## src/design/ccpd_pkg.sv

```systemverilog
// Package: shared types, codes, reset values and the CRC byte step for the deframer.
`timescale 1ns / 1ps
package ccpd_pkg;

  // Default largest payload length accepted
  localparam int unsigned PAYLOAD_MAX_DEF = 256;

  // Configuration register reset values
  localparam logic [7:0]  START_BYTE_RST      = 8'hA5;
  localparam logic [15:0] CRC_SEED_RST        = 16'hFFFF;
  localparam logic [15:0] HUNT_TIMEOUT_RST    = 16'd5000;
  localparam logic [15:0] FIELD_TIMEOUT_RST   = 16'd1000;
  localparam logic [15:0] PAYLOAD_TIMEOUT_RST = 16'd2000;

  localparam logic [15:0] CRC_POLY = 16'h1021;
  localparam logic [15:0] TICK_SAT = 16'hFFFF;

  localparam int unsigned CFG_IDX_W  = 3;
  localparam int unsigned CFG_DATA_W = 16;

  // Configuration register indexes
  typedef enum logic [CFG_IDX_W-1:0] {
    CFG_START_BYTE      = 3'd0,
    CFG_CRC_SEED        = 3'd1,
    CFG_HUNT_TIMEOUT    = 3'd2,
    CFG_FIELD_TIMEOUT   = 3'd3,
    CFG_PAYLOAD_TIMEOUT = 3'd4
  } cfg_idx_t;

  // Input beat operation
  typedef enum logic {
    OP_BYTE = 1'b0,
    OP_TICK = 1'b1
  } op_t;

  // Result kind
  typedef enum logic {
    KIND_BYTE   = 1'b0,
    KIND_STATUS = 1'b1
  } kind_t;

  // End-of-packet status
  typedef enum logic [1:0] {
    ST_GOOD     = 2'd0,
    ST_CRC_BAD  = 2'd1,
    ST_TOO_LONG = 2'd2,
    ST_TIMEOUT  = 2'd3
  } status_t;

  // Deframer phase
  typedef enum logic [2:0] {
    PH_HUNT    = 3'd0,
    PH_SEQ     = 3'd1,
    PH_LEN0    = 3'd2,
    PH_LEN1    = 3'd3,
    PH_PAYLOAD = 3'd4,
    PH_CRC0    = 3'd5,
    PH_CRC1    = 3'd6
  } phase_t;

  typedef struct packed {
    logic       op;
    logic [7:0] rx_byte;
  } in_item_t;

  typedef struct packed {
    logic        kind;
    logic [7:0]  payload_byte;
    logic [7:0]  byte_index;
    logic [7:0]  sequence_res;
    logic [15:0] length;
    logic [1:0]  status;
  } out_item_t;

  typedef struct packed {
    logic [7:0]  start_byte;
    logic [15:0] crc_seed;
    logic [15:0] hunt_timeout;
    logic [15:0] field_timeout;
    logic [15:0] payload_timeout;
  } cfg_t;

  // One byte of CRC-16-CCITT, MSB first
  function automatic logic [15:0] crc_byte(input logic [15:0] crc, input logic [7:0] b);
    logic [15:0] c;
    c = crc ^ {b, 8'h00};
    for (int i = 0; i < 8; i++) begin
      if (c[15]) begin
        c = {c[14:0], 1'b0} ^ CRC_POLY;
      end else begin
        c = {c[14:0], 1'b0};
      end
    end
    return c;
  endfunction

endpackage

```

## src/design/ccpd_cfg_regs.sv

```systemverilog
// Configuration register file of the deframer.
`timescale 1ns / 1ps
module ccpd_cfg_regs
  import ccpd_pkg::*;
(
  input  logic                  clk,
  input  logic                  rst_n,
  input  logic                  cfg_we,
  input  logic [CFG_IDX_W-1:0]  cfg_index,
  input  logic [CFG_DATA_W-1:0] cfg_wdata,
  output cfg_t                  cfg
);

  cfg_t cfg_r;

  assign cfg = cfg_r;

  // Write the addressed register; ignore unknown indexes
  always_ff @(posedge clk) begin
    if (!rst_n) begin
      cfg_r.start_byte      <= START_BYTE_RST;
      cfg_r.crc_seed        <= CRC_SEED_RST;
      cfg_r.hunt_timeout    <= HUNT_TIMEOUT_RST;
      cfg_r.field_timeout   <= FIELD_TIMEOUT_RST;
      cfg_r.payload_timeout <= PAYLOAD_TIMEOUT_RST;
    end else if (cfg_we) begin
      unique case (cfg_index)
        CFG_START_BYTE:      cfg_r.start_byte      <= cfg_wdata[7:0];
        CFG_CRC_SEED:        cfg_r.crc_seed        <= cfg_wdata;
        CFG_HUNT_TIMEOUT:    cfg_r.hunt_timeout    <= cfg_wdata;
        CFG_FIELD_TIMEOUT:   cfg_r.field_timeout   <= cfg_wdata;
        CFG_PAYLOAD_TIMEOUT: cfg_r.payload_timeout <= cfg_wdata;
        default: ;
      endcase
    end
  end

endmodule

```

## src/design/ccpd_frame_fsm.sv

```systemverilog
// Framing state machine: phase, counters and CRC, one beat per cycle while go is high.
`timescale 1ns / 1ps
module ccpd_frame_fsm
  import ccpd_pkg::*;
#(
  parameter int unsigned PAYLOAD_MAX = PAYLOAD_MAX_DEF
) (
  input  logic      clk,
  input  logic      rst_n,
  input  logic      go,
  input  in_item_t  item,
  input  cfg_t      cfg,
  output logic      res_valid,
  output out_item_t res
);

  localparam logic [15:0] LEN_MAX = 16'(PAYLOAD_MAX);

  phase_t      phase_r, phase_nxt;
  logic [15:0] byte_count_r, byte_count_nxt;
  logic [15:0] length_r, length_nxt;
  logic [7:0]  sequence_r, sequence_nxt;
  logic [15:0] crc_r, crc_nxt;
  logic [7:0]  crc_lo_r, crc_lo_nxt;
  logic [15:0] tick_r, tick_nxt;

  logic [15:0] tick_inc;
  logic [15:0] limit;
  logic [15:0] crc_step;
  logic [15:0] len_full;
  logic [16:0] count_inc;

  // State registers
  always_ff @(posedge clk) begin
    if (!rst_n) begin
      phase_r      <= PH_HUNT;
      byte_count_r <= '0;
      length_r     <= '0;
      sequence_r   <= '0;
      crc_r        <= CRC_SEED_RST;
      crc_lo_r     <= '0;
      tick_r       <= '0;
    end else if (go) begin
      phase_r      <= phase_nxt;
      byte_count_r <= byte_count_nxt;
      length_r     <= length_nxt;
      sequence_r   <= sequence_nxt;
      crc_r        <= crc_nxt;
      crc_lo_r     <= crc_lo_nxt;
      tick_r       <= tick_nxt;
    end
  end

  assign tick_inc  = (tick_r == TICK_SAT) ? tick_r : tick_r + 16'd1;
  assign crc_step  = crc_byte(crc_r, item.rx_byte);
  assign len_full  = {item.rx_byte, length_r[7:0]};
  assign count_inc = {1'b0, byte_count_r} + 17'd1;

  // Pick the timeout limit of the current phase
  always_comb begin
    if (phase_r == PH_HUNT) begin
      limit = cfg.hunt_timeout;
    end else if (phase_r == PH_PAYLOAD) begin
      limit = cfg.payload_timeout;
    end else begin
      limit = cfg.field_timeout;
    end
  end

  // Next state and result for one beat
  always_comb begin
    phase_nxt      = phase_r;
    byte_count_nxt = byte_count_r;
    length_nxt     = length_r;
    sequence_nxt   = sequence_r;
    crc_nxt        = crc_r;
    crc_lo_nxt     = crc_lo_r;
    tick_nxt       = tick_r;
    res_valid      = 1'b0;
    res.kind         = KIND_STATUS;
    res.payload_byte = '0;
    res.byte_index   = '0;
    res.sequence_res = sequence_r;
    res.length       = length_r;
    res.status       = ST_GOOD;

    if (item.op == OP_TICK) begin
      // Count the tick and time out at the phase limit
      tick_nxt = tick_inc;
      if (tick_inc >= limit) begin
        res_valid  = 1'b1;
        res.status = ST_TIMEOUT;
        phase_nxt  = PH_HUNT;
        tick_nxt   = '0;
        if (phase_r == PH_HUNT) begin
          res.sequence_res = '0;
          res.length       = '0;
        end
      end
    end else begin
      unique case (phase_r)
        PH_HUNT: begin
          tick_nxt = '0;
          if (item.rx_byte == cfg.start_byte) begin
            sequence_nxt   = '0;
            length_nxt     = '0;
            byte_count_nxt = '0;
            crc_lo_nxt     = '0;
            crc_nxt        = cfg.crc_seed;
            phase_nxt      = PH_SEQ;
          end
        end
        PH_SEQ: begin
          sequence_nxt = item.rx_byte;
          crc_nxt      = crc_step;
          phase_nxt    = PH_LEN0;
          tick_nxt     = '0;
        end
        PH_LEN0: begin
          length_nxt = {8'h00, item.rx_byte};
          crc_nxt    = crc_step;
          phase_nxt  = PH_LEN1;
        end
        PH_LEN1: begin
          length_nxt = len_full;
          crc_nxt    = crc_step;
          if (len_full > LEN_MAX) begin
            // Drop an oversize packet
            res_valid  = 1'b1;
            res.length = len_full;
            res.status = ST_TOO_LONG;
            phase_nxt  = PH_HUNT;
            tick_nxt   = '0;
          end else begin
            byte_count_nxt = '0;
            phase_nxt      = (len_full == 16'd0) ? PH_CRC0 : PH_PAYLOAD;
            tick_nxt       = '0;
          end
        end
        PH_PAYLOAD: begin
          crc_nxt          = crc_step;
          res_valid        = 1'b1;
          res.kind         = KIND_BYTE;
          res.payload_byte = item.rx_byte;
          res.byte_index   = byte_count_r[7:0];
          byte_count_nxt   = count_inc[15:0];
          if (count_inc >= {1'b0, length_r}) begin
            phase_nxt = PH_CRC0;
            tick_nxt  = '0;
          end
        end
        PH_CRC0: begin
          crc_lo_nxt = item.rx_byte;
          phase_nxt  = PH_CRC1;
        end
        PH_CRC1: begin
          res_valid  = 1'b1;
          res.status = ({item.rx_byte, crc_lo_r} == crc_r) ? ST_GOOD : ST_CRC_BAD;
          phase_nxt  = PH_HUNT;
          tick_nxt   = '0;
        end
        default: begin
          phase_nxt = PH_HUNT;
          tick_nxt  = '0;
        end
      endcase
    end
  end

endmodule

```

## src/design/crc_checked_packet_deframer.sv

```systemverilog
// Top level of the CRC-checked packet deframer: input stage, state machine, result stage.
`timescale 1ns / 1ps
// Usage:
//   The input channel carries one beat per received byte or per millisecond
//   tick (in_data.op). The block hunts for the start byte, reads sequence,
//   length, payload and CRC, and emits each payload byte on the result
//   channel as it arrives, then one status beat per packet (good, CRC
//   mismatch, length too large, timeout). The consumer drops the payload
//   bytes of a packet whose status is bad.
//   Throughput: one input beat per cycle while no stall holds a result. A beat is held
//   in the input register; the state machine processes it from there into the result
//   register. The single state-update pass per cycle sets this rate.
//   Stall: while out_stall holds a result, the state machine waits and the
//   input register fills; in_stall then rises until the result is taken.
//   Reset (rst_n low, synchronous) empties both stages, returns to hunting and loads the
//   configuration registers with their default values. Configuration is written through
//   cfg_we/cfg_index/cfg_wdata by the user while idle; the block does not enforce it.
module crc_checked_packet_deframer
  import ccpd_pkg::*;
#(
  parameter int unsigned PAYLOAD_MAX = PAYLOAD_MAX_DEF
) (
  input  logic                  clk,
  input  logic                  rst_n,
  input  logic                  in_valid,
  output logic                  in_stall,
  input  in_item_t              in_data,
  output logic                  out_valid,
  input  logic                  out_stall,
  output out_item_t             out_data,
  input  logic                  cfg_we,
  input  logic [CFG_IDX_W-1:0]  cfg_index,
  input  logic [CFG_DATA_W-1:0] cfg_wdata
);

  cfg_t      cfg;
  logic      in_v_r;
  in_item_t  in_item_r;
  logic      out_v_r;
  out_item_t out_item_r;
  logic      out_free;
  logic      proc_go;
  logic      res_valid;
  out_item_t res;

  ccpd_cfg_regs u_cfg (
    .clk       (clk),
    .rst_n     (rst_n),
    .cfg_we    (cfg_we),
    .cfg_index (cfg_index),
    .cfg_wdata (cfg_wdata),
    .cfg       (cfg)
  );

  ccpd_frame_fsm #(
    .PAYLOAD_MAX (PAYLOAD_MAX)
  ) u_fsm (
    .clk       (clk),
    .rst_n     (rst_n),
    .go        (proc_go),
    .item      (in_item_r),
    .cfg       (cfg),
    .res_valid (res_valid),
    .res       (res)
  );

  assign out_free  = !out_v_r || !out_stall;
  assign proc_go   = in_v_r && out_free;
  assign in_stall  = in_v_r && !proc_go;
  assign out_valid = out_v_r;
  assign out_data  = out_item_r;

  // Input stage: take a beat when empty or draining
  always_ff @(posedge clk) begin
    if (!rst_n) begin
      in_v_r <= 1'b0;
    end else if (in_valid && !in_stall) begin
      in_v_r <= 1'b1;
    end else if (proc_go) begin
      in_v_r <= 1'b0;
    end
  end

  always_ff @(posedge clk) begin
    if (in_valid && !in_stall) begin
      in_item_r <= in_data;
    end
  end

  // Result stage: load on processing, drop once taken
  always_ff @(posedge clk) begin
    if (!rst_n) begin
      out_v_r <= 1'b0;
    end else if (proc_go) begin
      out_v_r <= res_valid;
    end else if (!out_stall) begin
      out_v_r <= 1'b0;
    end
  end

  always_ff @(posedge clk) begin
    if (proc_go && res_valid) begin
      out_item_r <= res;
    end
  end

endmodule

```

## config.mk

```make
export PLATFORM = sky130hd
export DESIGN_NAME = crc_checked_packet_deframer
export DESIGN_NICKNAME = d
export VERILOG_FILES = /design/src/design/ccpd_pkg.sv /design/src/design/ccpd_cfg_regs.sv /design/src/design/ccpd_frame_fsm.sv /design/src/design/crc_checked_packet_deframer.sv
export SDC_FILE = /design/constraint.sdc
export NUM_CORES = 1
export LEC_CHECK = 0
export ABC_AREA = 1
export BUFFER_PORTS_ARGS = -buffer_cell sky130_fd_sc_hd__buf_4
export CAP_MARGIN = 20
export CORE_ASPECT_RATIO = 2
export CORE_UTILIZATION = 60
export CTS_CLUSTER_DIAMETER = 100
export DETAILED_ROUTE_END_ITERATION = 10
export GPL_TIMING_DRIVEN = 0
export PLACE_DENSITY = 0.91
export SYNTH_ARGS = -nofsm -noshare
export SYNTH_HDL_FRONTEND = slang
export SYNTH_SLANG_ARGS = --single-unit
```

## constraint.sdc

```tcl
create_clock -name clk -period 7.2 [get_ports clk]
set_input_delay 1.44 -clock clk [delete_from_list [all_inputs] [get_ports clk]]
set_output_delay 1.44 -clock clk [all_outputs]
set_load 0.03 [all_outputs]
```

==> summary.md <==
| Metric | Value |
|---|---|
| Status | `finished, final reports clean` |
| Register area share after synthesis | `44.7%` |
| CP Data Arrival Time | `roughly 5 ns` |
| Synth cell types | `38` |
| Share of post-route cells with drive strength above 1 | `9.44%` |
| Total power | `2.75 mW` |
| Number of diodes | `0` |
| Reg2reg start | `u_fsm.phase_r[1]$_SDFFE_PN0P_` |
| Via Count | `10100` |
| Clk sink count | `209` |
| Yosys top cell area share | `29.9%` |
| Kind of critical path | `register to register` |
| Setup violations, final | `0` |
| Drt wl/cell | `approximately 17 um` |
| Tot GR Track Use | `34.4%` |
| #FFs+latches synth | `209` |
| HP Class | `register to register` |
| Top cells by count, synth | `nand2_1 (387), nor2_1 (216), inv_1 (178)` |
| Fin Setup TNS | `0 ns` |
| CP Data Required Time | `7.39 ns` |
| Hold path cells | `2` |
| Worst slew pin tran | `0.994 ns` |
| Synth Instances | `1456` |
| Nets | `about 1600` |
| Syn_area_per_cell | `7.22 um^2` |
| Max-slew violations | `0` |
| Area delta synth->final | `14.3%` |
| Post-Route WL | `30000 um` |
| Core area | `about 17000 um^2` |
| Die ar. | `between 15000 and 20000 um^2` |
| Tcrit/Tclk final | `68.5%` |
| Unrepaired setup endpoints after global routing | `no` |
| Achievable Freq | `0.203 GHz` |
| Largest cells by area after synthesis | `dfxtp_1 (30%), edfxtp_1 (15%), nand2_1 (14%), nor2_1 (7.7%), inv_1 (6.4%)` |
| First-pass GRT wire length | `47700 um` |
| Placer congestion estimate | `1.00` |
| Ys async rst share | `0%` |
| Top_reg_cell synth | `dfxtp_1` |
| Largest area contributor in the netlist | `dfxtp_1` |
| Hpwl dp | `22600 um` |
| Detailed-route DRC error count | `0` |
| Reg2reg setup slack | `roughly 2.3 ns` |
| Post-CTS sizing | `0` |
| Pre-CTS WS | `2.42 ns` |
| Initial DRC Count | `635` |
| RR Endpoint | `out_data[14]$_DFFE_PP_` |
| Setup Buffers After CTS | `0` |
| I/O pins | `78` |
| Chip Height | `189 um` |
| Count leader, synth | `nand2_1` |
| Leakage | `5.66 nW` |
| Worst slew margin | `33.3%` |
| Crit path max fanout | `22` |
| Pre-antenna DRT Iters | `5` |
| Worst Setup End Kind | `register` |
| Final hold viol count | `0` |
| Worst Hold End | `u_cfg.cfg[16]$_SDFFE_PN0P_` |
| CTS max path bufs | `3` |
| Number of enable flip-flop cells after synthesis | `52` |
| CTS Buf Count | `19` |
| Max Cap Viol | `0` |
| Initial core utilization | `approximately three fifths` |
| Clock latency at the later pin of the worst-skew pair | `approximately 0.52 ns` |
| Syn nets | `between 1500 and 2000` |
| Root Driver | `clkbuf_16` |
| Power per cell area | `229 nW/um^2` |
| Htree depth | `1` |
| GRT overflow | `0` |
| IO Port Bufs | `76` |
| Yosys warns | `0` |
| Worst reg2reg path depth | `17` |
| Clock skew | `0.0381 ns` |
| Initial antenna violation count | `0` |
| Detail Route Antenna Nets | `0` |
| Synthesized area | `10500 um^2` |
| CTS tree | `built` |
| FP Rows | `68` |
| Via/cell ratio | `between 5 and 6` |
| Vias in the first global route | `around 10000` |
| Reg clk slew, reported paths | `0.06 ns` |
| Time the worst path needs with I/O delays and setup | `roughly 5 ns` |
| HP Start | `u_cfg.cfg[16]$_SDFFE_PN0P_` |
| Largest net degree at the start of global routing | `23` |
| Hold buffer count at cts | `0` |
| Die W | `95.6 um` |
| PnR worst setup slack | `2.27 ns` |
| Max VDD drop | `0.207 mV` |
| Critical path startpoint category | `register` |
[worst max path at each step]
| stage | start | to | slack [ns] | depth (start not counted) |
|---|---|---|---|---|
| final | u_fsm.phase_r[1]$_SDFFE_PN0P_ | out_data[14]$_DFFE_PP_ | 2.27 | 17 |
| after global routing | u_fsm.phase_r[1]$_SDFFE_PN0P_ | out_data[14]$_DFFE_PP_ | 1.92 | 16 |
| after CTS | u_fsm.phase_r[1]$_SDFFE_PN0P_ | out_data[14]$_DFFE_PP_ | 2.37 | 17 |
| after detailed placement | u_fsm.phase_r[1]$_SDFFE_PN0P_ | out_data[32]$_SDFFCE_PP0P_ | 2.42 | 17 |
| after global placement | u_fsm.phase_r[0]$_SDFFE_PN0P_ | out_data[32]$_SDFFCE_PP0P_ | 2.17 | 16 |
| after floorplan | u_fsm.tick_r[0]$_SDFFE_PN0P_ | out_data[0]$_DFFE_PP_ | 3.39 | 20 |
[state kept, by name, summed over array words and instances (netlist names)]
| name | count |
|---|---|
| out_valid | 1 |
| u_fsm.length_r | 16 |
| u_fsm.tick_r | 16 |
| out_data | 43 |
| u_cfg.cfg | 72 |
| u_fsm.crc_r | 16 |
| u_fsm.phase_r | 3 |
| in_item_r | 9 |
| u_fsm.crc_lo_r | 8 |
| in_v_r | 1 |
| u_fsm.sequence_r | 8 |
| u_fsm.byte_count_r | 16 |
[cell usage in the layout (no fill, tap or decap), drive strengths merged, types with 14 or more instances in the layout]
cell type    n
a21oi       78
buf         99
clkbuf      57
dfxtp      157
edfxtp      52
ha          34
inv        190
nand2      389
nand3       88
nor2       220
nor3        21
o211ai      14
o21ai       72
xor2        34
[per-layer routing]
metal	global-route usage, %	part of all wire (%)
met5	0	0
met4	28.6	9.3
met3	5.90	6.9
met2	61.2	52
met1	33.2	32
[power by group]
group          total (mW)  leakage [nW]  switching (mW)  internal, mW
clock                1.06         0.311           0.454         0.602
combinational       0.420          3.60           0.289         0.131
sequential           1.27          1.75          0.0284          1.24
[logic make-up (layout without fill, tap and decap cells)]
family,Yosys count,in the layout,share of synthesized area [%]
adders and majority gates,34,34,4.05
AOI/OAI and AO/OA,190,190,10.3
and+or+nand+nor,739,739,28.5
DFF,209,209,44.7
xor gates and xnor gates,41,41,3.42
buffers and inverters,243,354,9.02
[per-stage QoR]
stage	hold slack (ns)	utilization [%]	std cells	cell area, um^2
finish	0.456	69.9	1777	12000
detailed placement	0.443	66.2	1743	11400
global route	0.470	69.9	1777	12000
CTS	0.453	69.9	1777	12000
floorplan	0.429	-	1456	10500
global placement	0.438	66.0	1742	11300
[final cells by class]
cell class	count	area, um^2
multi-input cells	1004	4860
fillers	1490	5170
well taps	210	263
repair buffers	77	598
clock inverters	8	97.6
inverters	190	713
clock buffers	26	542
flip-flops and latches	209	4700
plain buffers	53	235
[critical path: stages (launching register included)]
cell and delay [ns]:
dfxtp_1 0.34, inv_1 0.11, nand2_1 0.11, buf_2 0.24, nor2_2 0.49, clkbuf_1 0.50
a221oi_1 0.27, ha_1 0.36, nand2_1 0.05, inv_1 0.07, nand3_1 0.08, nor3_1 0.19
nand2_1 0.11, nand4_1 0.28, buf_2 0.34, nand3_1 0.17, inv_1 0.67, buf_16 0.25
(Power assumes the default switching activity.)
